### config.mk
export PLATFORM = sky130hd
export DESIGN_NAME = spd_ctrl
export DESIGN_NICKNAME = d
export VERILOG_FILES = /design/src/rtl/spd_pkg.sv /design/src/rtl/spd_ctrl.sv
export SDC_FILE = /design/constraint.sdc
export NUM_CORES = 1
export LEC_CHECK = 0
export CAP_MARGIN = 0
export CORE_AREA = 2 2 39 41
export CTS_BUF_LIST = sky130_fd_sc_hd__clkbuf_4 sky130_fd_sc_hd__clkbuf_8
export CTS_CLUSTER_SIZE = 16
export DETAILED_ROUTE_END_ITERATION = 12
export DIE_AREA = 0 0 41 43
export DONT_BUFFER_PORTS = 1
export PLACE_DENSITY_LB_ADDON = 0.05
export SYNTH_ARGS = -nofsm -noshare
export SYNTH_HDL_FRONTEND = slang
export SYNTH_SLANG_ARGS = --single-unit
### constraint.sdc
create_clock -name clock -period 3.76 [get_ports clock]
set_input_delay 0.188 -clock clock [delete_from_list [all_inputs] [get_ports clock]]
set_output_delay 0.188 -clock clock [all_outputs]
set_load 0.01 [all_outputs]
### src/rtl/spd_pkg.sv
// Shared constants and types of the strict priority request dispatcher.
package spd_pkg;

   localparam int LEVEL_DEPTH_DEF = 16;
   localparam int NUM_LEVELS_DEF  = 3;
   localparam int WORD_W          = 32;
   localparam int PRIO_W          = 2;
   localparam int WAITING_W       = 6;

   localparam logic OP_REQUEST  = 1'b0;
   localparam logic OP_COMPLETE = 1'b1;

   typedef enum logic [1:0] {
      KIND_DISPATCH = 2'd0,
      KIND_RESPONSE = 2'd1,
      KIND_REJECT   = 2'd2
   } kind_type;

   typedef struct packed {
      logic                     op;
      logic                     pool;
      logic [PRIO_W-1:0]        prio;
      logic [WORD_W-1:0]        vm_ident;
      logic [WORD_W-1:0]        req_ident;
      logic signed [WORD_W-1:0] operand_a;
      logic signed [WORD_W-1:0] operand_b;
      logic [WORD_W-1:0]        exec_result;
   } req_item_type;

   typedef struct packed {
      kind_type                 kind;
      logic [WORD_W-1:0]        out_vm;
      logic [WORD_W-1:0]        out_req;
      logic                     out_pool;
      logic [PRIO_W-1:0]        out_prio;
      logic signed [WORD_W-1:0] out_a;
      logic signed [WORD_W-1:0] out_b;
      logic [WORD_W-1:0]        out_value;
      logic [WAITING_W-1:0]     waiting;
      logic [WORD_W-1:0]        done_pool_a;
      logic [WORD_W-1:0]        done_pool_b;
      logic                     last;
   } rsp_item_type;

   typedef struct packed {
      logic [WORD_W-1:0]        vm;
      logic [WORD_W-1:0]        req;
      logic signed [WORD_W-1:0] a;
      logic signed [WORD_W-1:0] b;
      logic                     pool;
   } entry_type;

   typedef struct packed {
      logic capture;
      logic reject;
      logic enqueue;
      logic direct;
      logic respond;
      logic pop;
      logic load;
   } ctrl_cmd_type;

   typedef struct packed {
      logic op_complete;
      logic prio_ok;
      logic level_full;
      logic busy;
      logic any_waiting;
   } dp_status_type;

endpackage

### src/rtl/spd_ctrl.sv
// Controller state machine that sequences capture, decision and result delivery.
module spd_ctrl (
   input  logic                   clock,
   input  logic                   reset,
   input  logic                   req_valid,
   output logic                   req_ready,
   output logic                   rsp_valid,
   input  logic                   rsp_ready,
   input  spd_pkg::dp_status_type status,
   output spd_pkg::ctrl_cmd_type  cmd
);
   import spd_pkg::*;

   typedef enum logic [1:0] {
      ST_IDLE,
      ST_EXEC,
      ST_OUT_MID,
      ST_OUT_LAST
   } state_type;

   state_type state_ff, state_in;
   logic      req_ready_ff, req_ready_in;
   logic      rsp_valid_ff, rsp_valid_in;

   always_comb begin
      cmd          = '0;
      state_in     = state_ff;
      req_ready_in = req_ready_ff;
      rsp_valid_in = rsp_valid_ff;
      case (state_ff)
         ST_IDLE: begin
            if (req_valid) begin
               cmd.capture  = 1'b1;
               state_in     = ST_EXEC;
               req_ready_in = 1'b0;
            end
         end
         ST_EXEC: begin
            if (!status.op_complete) begin
               if (!status.prio_ok || status.level_full) begin
                  cmd.reject   = 1'b1;
                  state_in     = ST_OUT_LAST;
                  rsp_valid_in = 1'b1;
               end else if (status.busy) begin
                  cmd.enqueue  = 1'b1;
                  state_in     = ST_IDLE;
                  req_ready_in = 1'b1;
               end else begin
                  cmd.direct   = 1'b1;
                  state_in     = ST_OUT_LAST;
                  rsp_valid_in = 1'b1;
               end
            end else if (status.busy) begin
               cmd.respond  = 1'b1;
               cmd.pop      = status.any_waiting;
               state_in     = status.any_waiting ? ST_OUT_MID : ST_OUT_LAST;
               rsp_valid_in = 1'b1;
            end else begin
               state_in     = ST_IDLE;
               req_ready_in = 1'b1;
            end
         end
         ST_OUT_MID: begin
            if (rsp_ready) begin
               cmd.load = 1'b1;
               state_in = ST_OUT_LAST;
            end
         end
         ST_OUT_LAST: begin
            if (rsp_ready) begin
               state_in     = ST_IDLE;
               rsp_valid_in = 1'b0;
               req_ready_in = 1'b1;
            end
         end
         default: begin
            state_in     = ST_IDLE;
            req_ready_in = 1'b1;
            rsp_valid_in = 1'b0;
         end
      endcase
   end

   always_ff @(posedge clock) begin
      if (reset) begin
         state_ff     <= ST_IDLE;
         req_ready_ff <= 1'b1;
         rsp_valid_ff <= 1'b0;
      end else begin
         state_ff     <= state_in;
         req_ready_ff <= req_ready_in;
         rsp_valid_ff <= rsp_valid_in;
      end
   end

   assign req_ready = req_ready_ff;
   assign rsp_valid = rsp_valid_ff;

endmodule

==> out/metrics.sh, run 1 <==
RUN_STATUS='completed'
CRITICAL_PATH_ARRIVAL_NS=1.60
P_SEQ_SHARE_PCT=34.3
COMPOUND_GATE_PORTION_OF_THE_SYNTHESIZED_AREA_PCT=19.5
CORE_AREA_MM2=0.00138
AREA_SHARE_OF_AND_OR_NAND_NOR_CELLS_AFTER_SYNTHESIS_PCT=32.7
DOMINANT_CELLS_BY_AREA_AFTER_SYNTHESIS='sky130_fd_sc_hd__dfxtp_1, sky130_fd_sc_hd__ha_1, sky130_fd_sc_hd__a211oi_1'
GRT.OVERFLOW.TOTAL=0
DESIGN.DIE.AREA_MM2=0.00176
REPORT.FINAL.SETUP_VIOL=0
VIA_PER_INST=5.37
AREA_GROWTH_PCT=10.7
HPWLAFTERDP_UM=712
GLOBAL_ROUTE.USAGE.MET1_PCT=15.8
MUXSHAREOFSYNTHAREA_PCT=5.03
CLOCK_TREE_BUFFER_DEPTH=2
CLK-INSERTION-DELAY-LATE_NS=0.23
INITIAL_UTILIZATION_PCT=28.8
CTS_BUFFERS=3
FILLERS=156
YOSYS.AREA_SHARE.ADDER_PCT=18.9
DIE_BOUNDARY_WIDTH_UM=41
NUMBER_OF_CLOCK_SINKS=4
SYNTHESIS.YOSYS.WARNINGS=0
FINAL_MAX_SLEW_VIOL_COUNT=0
CP_SLOWEST_STAGE_DELAY_NS=0.51
POWER_FRAC_CLOCK_PCT=27.6
POST-SYNTH-TOP-AREA-FRACTION_PCT=20.1
YOSYS_REGISTER_BITS=4
POST_SYNTH_XOR_AREA_FRACTION_PCT=0
NUMBER_OF_SYNTHESIZED_FLOPS_WITH_AN_ENABLE_PIN=0
SLEW_HEADROOM_PCT=63.3
CTS_POST_SETUP_BUFFERS_INSERTED=0
FIRSTDRTPASSITERS=2
HOLD_CLASS='primary input to register'
INTERNAL_POWER_uW=118
NUMBER_OF_ROWS_CREATED_AT_FLOORPLAN=14
WL_PER_CELL_UM=13.1
FLOORPLAN.DIE.HEIGHT_UM=43
POSTROUTEANTENNANETS=0
TOP_LEVEL_PORTS=18
CRITICALPATHCATEGORY='register to primary output'
DETAILROUTE.VIA_COUNT=360
POWERDENSITY_mW_PER_MM2=417
GRT_MAX_DEGREE=7
PLACEMENT.SETUP.WORST_SLACK_NS=2.03
IO_BUFFER_COUNT=0
FMAXACHIEVABLE_MHz=561
ANTENNA-DIODE-COUNT=0
FF2FF_PATH_DEPTH=6
LEAKAGE_uW=0.000171
MAX_SLEW.WORST_PIN.SLEW_NS=0.542
SYNTHCELLS=48
SHARE_OF_POWER_BURNED_IN_COMBINATIONAL_LOGIC_PCT=38.1
SYN-CELL-AREA_UM2=398
HOLD_VIOL_FINAL=0
MAPPEDNETLISTNETS=63
FINAL.MIN_CLOCK_PERIOD_NS=1.78
CTS_TREE='built'
USE_MET2_PCT=13.4
LAYOUT_WORST_PATH_CYCLE_SHARE_PCT=47.4
GPL.FINAL_WEIGHTED_CONGESTION=0.720
CP_SLOWEST_CELL='sky130_fd_sc_hd__nor4b_1'
CAP_VIOLATIONS=0
MAX-VDD-IR-DROP_mV=0.100
FINALCOREUTILIZATION_PCT=31.8
CTS_HOLD_BUF=0
TOTAL_POWER_uW=184
PATH_CELLS='inv_1, ha_1, nand2_1, nor4b_1'
YOSYS.AREA.TOP_TYPE='sky130_fd_sc_hd__dfxtp_1'
SWITCHING_POWER_uW=65.9
FIRST_GLOBAL_VIAS=337
SWSHARE_PCT=35.9
SETUP_WS_NS=1.98
POST_CTS_RESIZE_COUNT=0
DRT-TOTAL-WL_UM=881
GLOBALROUTEMET3UTIL_PCT=1.57
GRT_SETUP_UNREPAIRED='false'
PLACED_CELLS_INCL_TAPS=64
INSTANCES_NO_FILL=67
WORSTSETUPENDPOINTTYPE='primary output'
MAIN_COMBINATIONAL_CELL_FAMILY_BY_AREA_AFTER_SYNTHESIS='simple AND/OR/NAND/NOR gates'
FINAL.SETUP.TNS_NS=0
DETAIL_ROUTE.ITER0.VIOLATIONS=2
POST-ROUTE-DRC-COUNT=0
SYNTH_CELL_TYPES=25
DOMINANTREGCELLSYNTH='sky130_fd_sc_hd__dfxtp_1'
WORST_EP_REQUIRED_TIME_NS=3.57
SYNTH.YOSYS.SEQ_AREA_SHARE_PCT=20.1
GRT_PASS1_WL_UM=1320
MULTIINPUTGATEAREA_UM2=303
GR-MAX-USAGE-LAYER='met1'
FINAL_NETS=68
GLOBAL_ROUTE.USAGE.TOTAL_PCT=11.1
CRITICAL_PATH.STARTPOINT_TYPE='register'
FINAL-SEQ-AREA_UM2=80.1
WORST-PATH-MAX-FANOUT=5
FIN_WORST_SKEW_NS=0.00227
RATIO_OF_CELLS_WITH_DRIVE_ABOVE_1_IN_THE_FINAL_LAYOUT_PCT=11.8
ANTENNA_FOUND_INITIAL=0
CTS_HTREE_LEVELS=1
ROOT_BUFFER='sky130_fd_sc_hd__clkbuf_4'
SYN-MEAN-INSTANCE-AREA_UM2=8.29
WORST_HOLD_PATH.NUM_CELLS=1
CTS.CLK_SLEW.WORST_PATHS_NS=0.04
ASYNCSETRESETFLOPFRACSYNTH_PCT=0
routing by layer:
layer  part of all wire [%]  vias to the layer above
met3                    8.6                        2
met1                     49                      159
met4                   0.91                        0
met5                      0                        -
li1                       -                      185
met2                     41                       14
synthesized netlist by cell type, drive strengths merged (2+ instances only):
master and n:
inv 4, a211oi 3, mux2i 2, nand2b 3, a21oi 2, ha 6, and2 2, dfxtp 4
nand2 4, nor2 5
area by class of cell:
type	instances	area share (%)
Multi-Input combinational cell	40	68.7
Sequential cell	4	18.2
Clock buffer	3	5.11
Tap cell	16	4.55
Inverter	4	3.41
cell usage in the layout (no fill, tap or decap), drive strengths merged, types with 2 or more instances in the layout:
cell type,count
a21oi,2
clkbuf,3
a211oi,3
and2,2
nand2,4
mux2i,2
nor2,5
inv,4
nand2b,3
ha,6
dfxtp,4
cells by family (layout without fill, tap and decap cells):
| kind of cell | count (synthesis) | count (layout) |
|---|---|---|
| AND/OR/NAND/NOR | 22 | 22 |
| AO/OA/AOI/OAI | 10 | 10 |
| buffers and inverters | 4 | 7 |
| multiplexers | 2 | 2 |
| adder cells (fa/ha/maj) | 6 | 6 |
| flip-flops | 4 | 4 |
through the flow:
step                instance area, µm²  hold WS [ns]
floorplan                          398         0.257
global placement                   418         0.261
detailed placement                 418         0.264
CTS                                440        0.0134
global route                       440        0.0113
finish                             440        0.0237
critical path, delay by kind of cell, from the launching register on:
kind | cells | cell delay (ns)
buffers and inverters | 1 | 0.14
adders and majority gates | 1 | 0.26
DFF | 1 | 0.35
and+or+nand+nor | 2 | 0.62
worst paths after layout:
path	start	endpoint	slack, ns
worst max-delay path	register	cmd[3]	1.98
worst min-delay path	reset	register	0.02
worst max register to register	register	req_ready	1.99
worst min register to register	register	register	0.52
power by group through the flow:
stage / combinational [µW] / sequential (µW) / clock, µW
floorplan: 57.6 / 61.2 / 0
global placement: 68.8 / 63.2 / 0
detailed placement: 69.4 / 63.5 / 0
CTS: 70.0 / 63.0 / 54.3
global route: 79.5 / 64.1 / 56.7
finish: 69.9 / 63.0 / 50.7
Note: power is estimated with default switching activity, not from simulation.
==> run 2: changes to the inputs <==
Clock period 3.76 ns to 1.65 ns, I/O delays scaled along.
==> run 2 against run 1 <==
Against the previous run: clock power rose by 140%; global-route usage rose by 1.1 points; sequential power rose by 120%; cell area rose by 18%; sequential cell count did not move; clock skew rose by 0.0033 ns; critical path depth rose by 1; critical path type is now register to register; largest cell class unchanged.
==> out/metrics.sh, run 2 (synthesized netlist as in run 1, its figures left out) <==
RUN_STATUS='completed'  # unchanged
GPL.FINAL_WEIGHTED_CONGESTION=0.688  # was 0.720
GRT_PASS1_WL_UM=1450  # was 1320 µm
CTS_BUFFERS=3  # unchanged
FIN_WORST_SKEW_NS=0.00554  # was 0.00227 ns
POST-ROUTE-DRC-COUNT=0  # unchanged
ANTENNA-DIODE-COUNT=0  # unchanged
ANTENNA_FOUND_INITIAL=0  # unchanged
CTS_TREE='built'  # unchanged
DRT-TOTAL-WL_UM=931  # was 881 µm
MOSTFREQUENTLAYOUTCELLS='sky130_fd_sc_hd__buf_4, sky130_fd_sc_hd__nand2_1, sky130_fd_sc_hd__nor2_1, sky130_fd_sc_hd__ha_1'  # was sky130_fd_sc_hd__ha_1, sky130_fd_sc_hd__nand2_1, sky130_fd_sc_hd__nor2_1, sky130_fd_sc_hd__dfxtp_1
GRT_SETUP_UNREPAIRED='true'  # was false
FINAL-SEQ-AREA_UM2=85.1  # was 80.1 µm²
PATH_CELLS='ha_1, nor2_2, o211ai_2, or4b_1, a21oi_2'  # was inv_1, ha_1, nand2_1, nor4b_1
POSTROUTEANTENNANETS=0  # unchanged
DESIGN.DIE.AREA_MM2=0.00176  # unchanged
FINAL_NETS=74  # was 68
FLOORPLAN.DIE.HEIGHT_UM=43  # unchanged
REPORT.FINAL.SETUP_VIOL=0  # unchanged
WL_PER_CELL_UM=12.8  # was 13.1 µm
TIMING.HOLD.WS_NS=0.0364  # was 0.0237 ns
MOSTFREQUENTLAYOUTCELL='sky130_fd_sc_hd__buf_4'  # was sky130_fd_sc_hd__ha_1
NUMBER_OF_CLOCK_SINKS=4  # unchanged
REG2REG_SETUP_SLACK_NS=0.08  # was 1.99 ns
MULTIINPUTGATEAREA_UM2=330  # was 303 µm²
LAYOUT_WORST_PATH_CYCLE_SHARE_PCT=94.9
CAP_VIOLATIONS=0  # unchanged
CTS_HTREE_LEVELS=1  # unchanged
CORE_AREA_MM2=0.00138  # unchanged
LAYOUT.CELL_AREA.NON_FILLER_UM2=520  # was 440 µm²
HOLD_VIOL_FINAL=0  # unchanged
MAX-VDD-IR-DROP_mV=0.264  # was 0.100 mV
SLEW_HEADROOM_PCT=70.7  # was 63.3%
INTERNAL_POWER_uW=297  # was 118 µW
ROOT_BUFFER='sky130_fd_sc_hd__clkbuf_4'  # unchanged
GLOBAL_ROUTE.USAGE.TOTAL_PCT=12.2  # was 11.1%
FIRST_GLOBAL_VIAS=354  # was 337
CRITICALPATHCATEGORY='register to register'  # was register to primary output
P_SEQ_SHARE_PCT=30.6  # was 34.3%
WORSTSETUPENDPOINTTYPE='register'  # was primary output
VIA_PER_INST=5.19  # was 5.37
GRT.OVERFLOW.TOTAL=0  # unchanged
FINAL.MIN_CLOCK_PERIOD_NS=1.57
POWER_FRAC_CLOCK_PCT=25.9  # was 27.6%
RATIO_OF_CELLS_WITH_DRIVE_ABOVE_1_IN_THE_FINAL_LAYOUT_PCT=36.8  # was 11.8%
MAX_SLEW.WORST_PIN.SLEW_NS=0.434  # was 0.542 ns
CRITICAL_PATH_ARRIVAL_NS=1.73  # was 1.60 ns
TIMING.CRITICAL_PATH.BUF_INV=0  # was 1
WORST_EP_REQUIRED_TIME_NS=1.82  # was 3.57 ns
SWSHARE_PCT=35.7  # was 35.9%
DIE_BOUNDARY_WIDTH_UM=41  # unchanged
HOLD_CLASS='primary input to register'  # unchanged
LEAKAGE_uW=0.000204  # was 0.000171 µW
CLOCK_TREE_BUFFER_DEPTH=2  # unchanged
SWITCHING_POWER_uW=165  # was 65.9 µW
DETAIL_ROUTE.ITER0.VIOLATIONS=6  # was 2
DETAILROUTE.VIA_COUNT=379  # was 360
PLACEDINSTANCEAREA_UM2=448  # was 418 µm²
POWERDENSITY_mW_PER_MM2=887  # was 417 mW/mm²
AREA_GROWTH_PCT=30.8  # was 10.7%
TOP_LEVEL_PORTS=18  # unchanged
CTS.CLK_SLEW.WORST_PATHS_NS=0.04  # about the same
WORST-PATH-MAX-FANOUT=5  # unchanged
GRT_MAX_DEGREE=7  # unchanged
CP_SLOWEST_CELL='sky130_fd_sc_hd__or4b_1'  # was sky130_fd_sc_hd__nor4b_1
FINAL.SETUP.TNS_NS=0  # unchanged
CLK-INSERTION-DELAY-LATE_NS=0.23  # about the same
INITIAL_UTILIZATION_PCT=28.8  # unchanged
SHARE_OF_POWER_BURNED_IN_COMBINATIONAL_LOGIC_PCT=43.5  # was 38.1%
CP_SLOWEST_STAGE_DELAY_NS=0.50  # was 0.51 ns
TIMING.CRITICAL_PATH.MAX_DELAY_FAMILY='simple AND/OR/NAND/NOR gates'  # unchanged
CRITICAL_PATH.STARTPOINT_TYPE='register'  # unchanged
FIRSTDRTPASSITERS=4  # was 2
HPWLAFTERDP_UM=737  # was 712 µm
IO_BUFFER_COUNT=0  # unchanged
FINAL_MAX_SLEW_VIOL_COUNT=0  # unchanged
NUMBER_OF_ROWS_CREATED_AT_FLOORPLAN=14  # unchanged
FILLERS=148  # was 156
FMAXACHIEVABLE_MHz=638
[run 2: area by class of cell]
| class | count | area share [%] |
|---|---|---|
| clock buffers | 3 | 4.33 |
| inverters | 4 | 2.88 |
| multi-input cells | 40 | 63.5 |
| flip-flops and latches | 4 | 16.3 |
| well taps | 16 | 3.85 |
| repair buffers | 6 | 9.13 |
[run 2: path summary, 6_finish.rpt]
| kind | start | endpoint | cells past startpoint |
|---|---|---|---|
| worst min-delay path | reset | req_ready | 2 |
| worst max register to register | register | register | 5 |
| worst max-delay path | register | register | 5 |
| worst min register to register | register | register | 2 |
[run 2: layer usage]
metal	global-route usage [%]	wire (µm)	vias up
met5	0	0	-
met4	12.0	8	0
met3	1.05	83	2
met2	14.4	415	18
met1	17.7	423	164
li1	-	-	195
[run 2: metrics by stage]
stage / setup WS [ns] / util (%) / power, µW / instances
after floorplan: 0.0741 / - / 271 / 48
after CTS: 0.00248 / 34.8 / 446 / 72
after global placement: 0.0200 / 32.4 / 317 / 68
final: 0.0836 / 37.6 / 461 / 73
after detailed placement: 0.00653 / 32.4 / 319 / 68
after global routing: -0.0166 / 37.6 / 507 / 73
[run 2: worst reg2reg max path: cells and delay by family (launching register included)]
kind | cells | cell delay, ns
AOI/OAI and AO/OA | 2 | 0.22
adders and majority gates | 1 | 0.26
and+or+nand+nor | 2 | 0.66
DFF | 1 | 0.35
[run 2: power by group through the flow]
stage          Combinational [µW]  Clock [µW]  Sequential (µW)
6_report                      201         120              141
5_1_grt                       231         132              144
4_1_cts                       182         124              139
3_5_place_dp                  179           0              140
3_3_place_gp                  178           0              139
2_1_floorplan                 131           0              140
[run 2: timing repair]
action / in CTS / in global routing
hold buffers: 1 / 0
endpoints found under the setup margin: 3 / 4
endpoints found under the hold margin: 3 / 0
setup buffers: 0 / 1
gates resized for setup: 1 / 10
pin swaps: 0 / 2
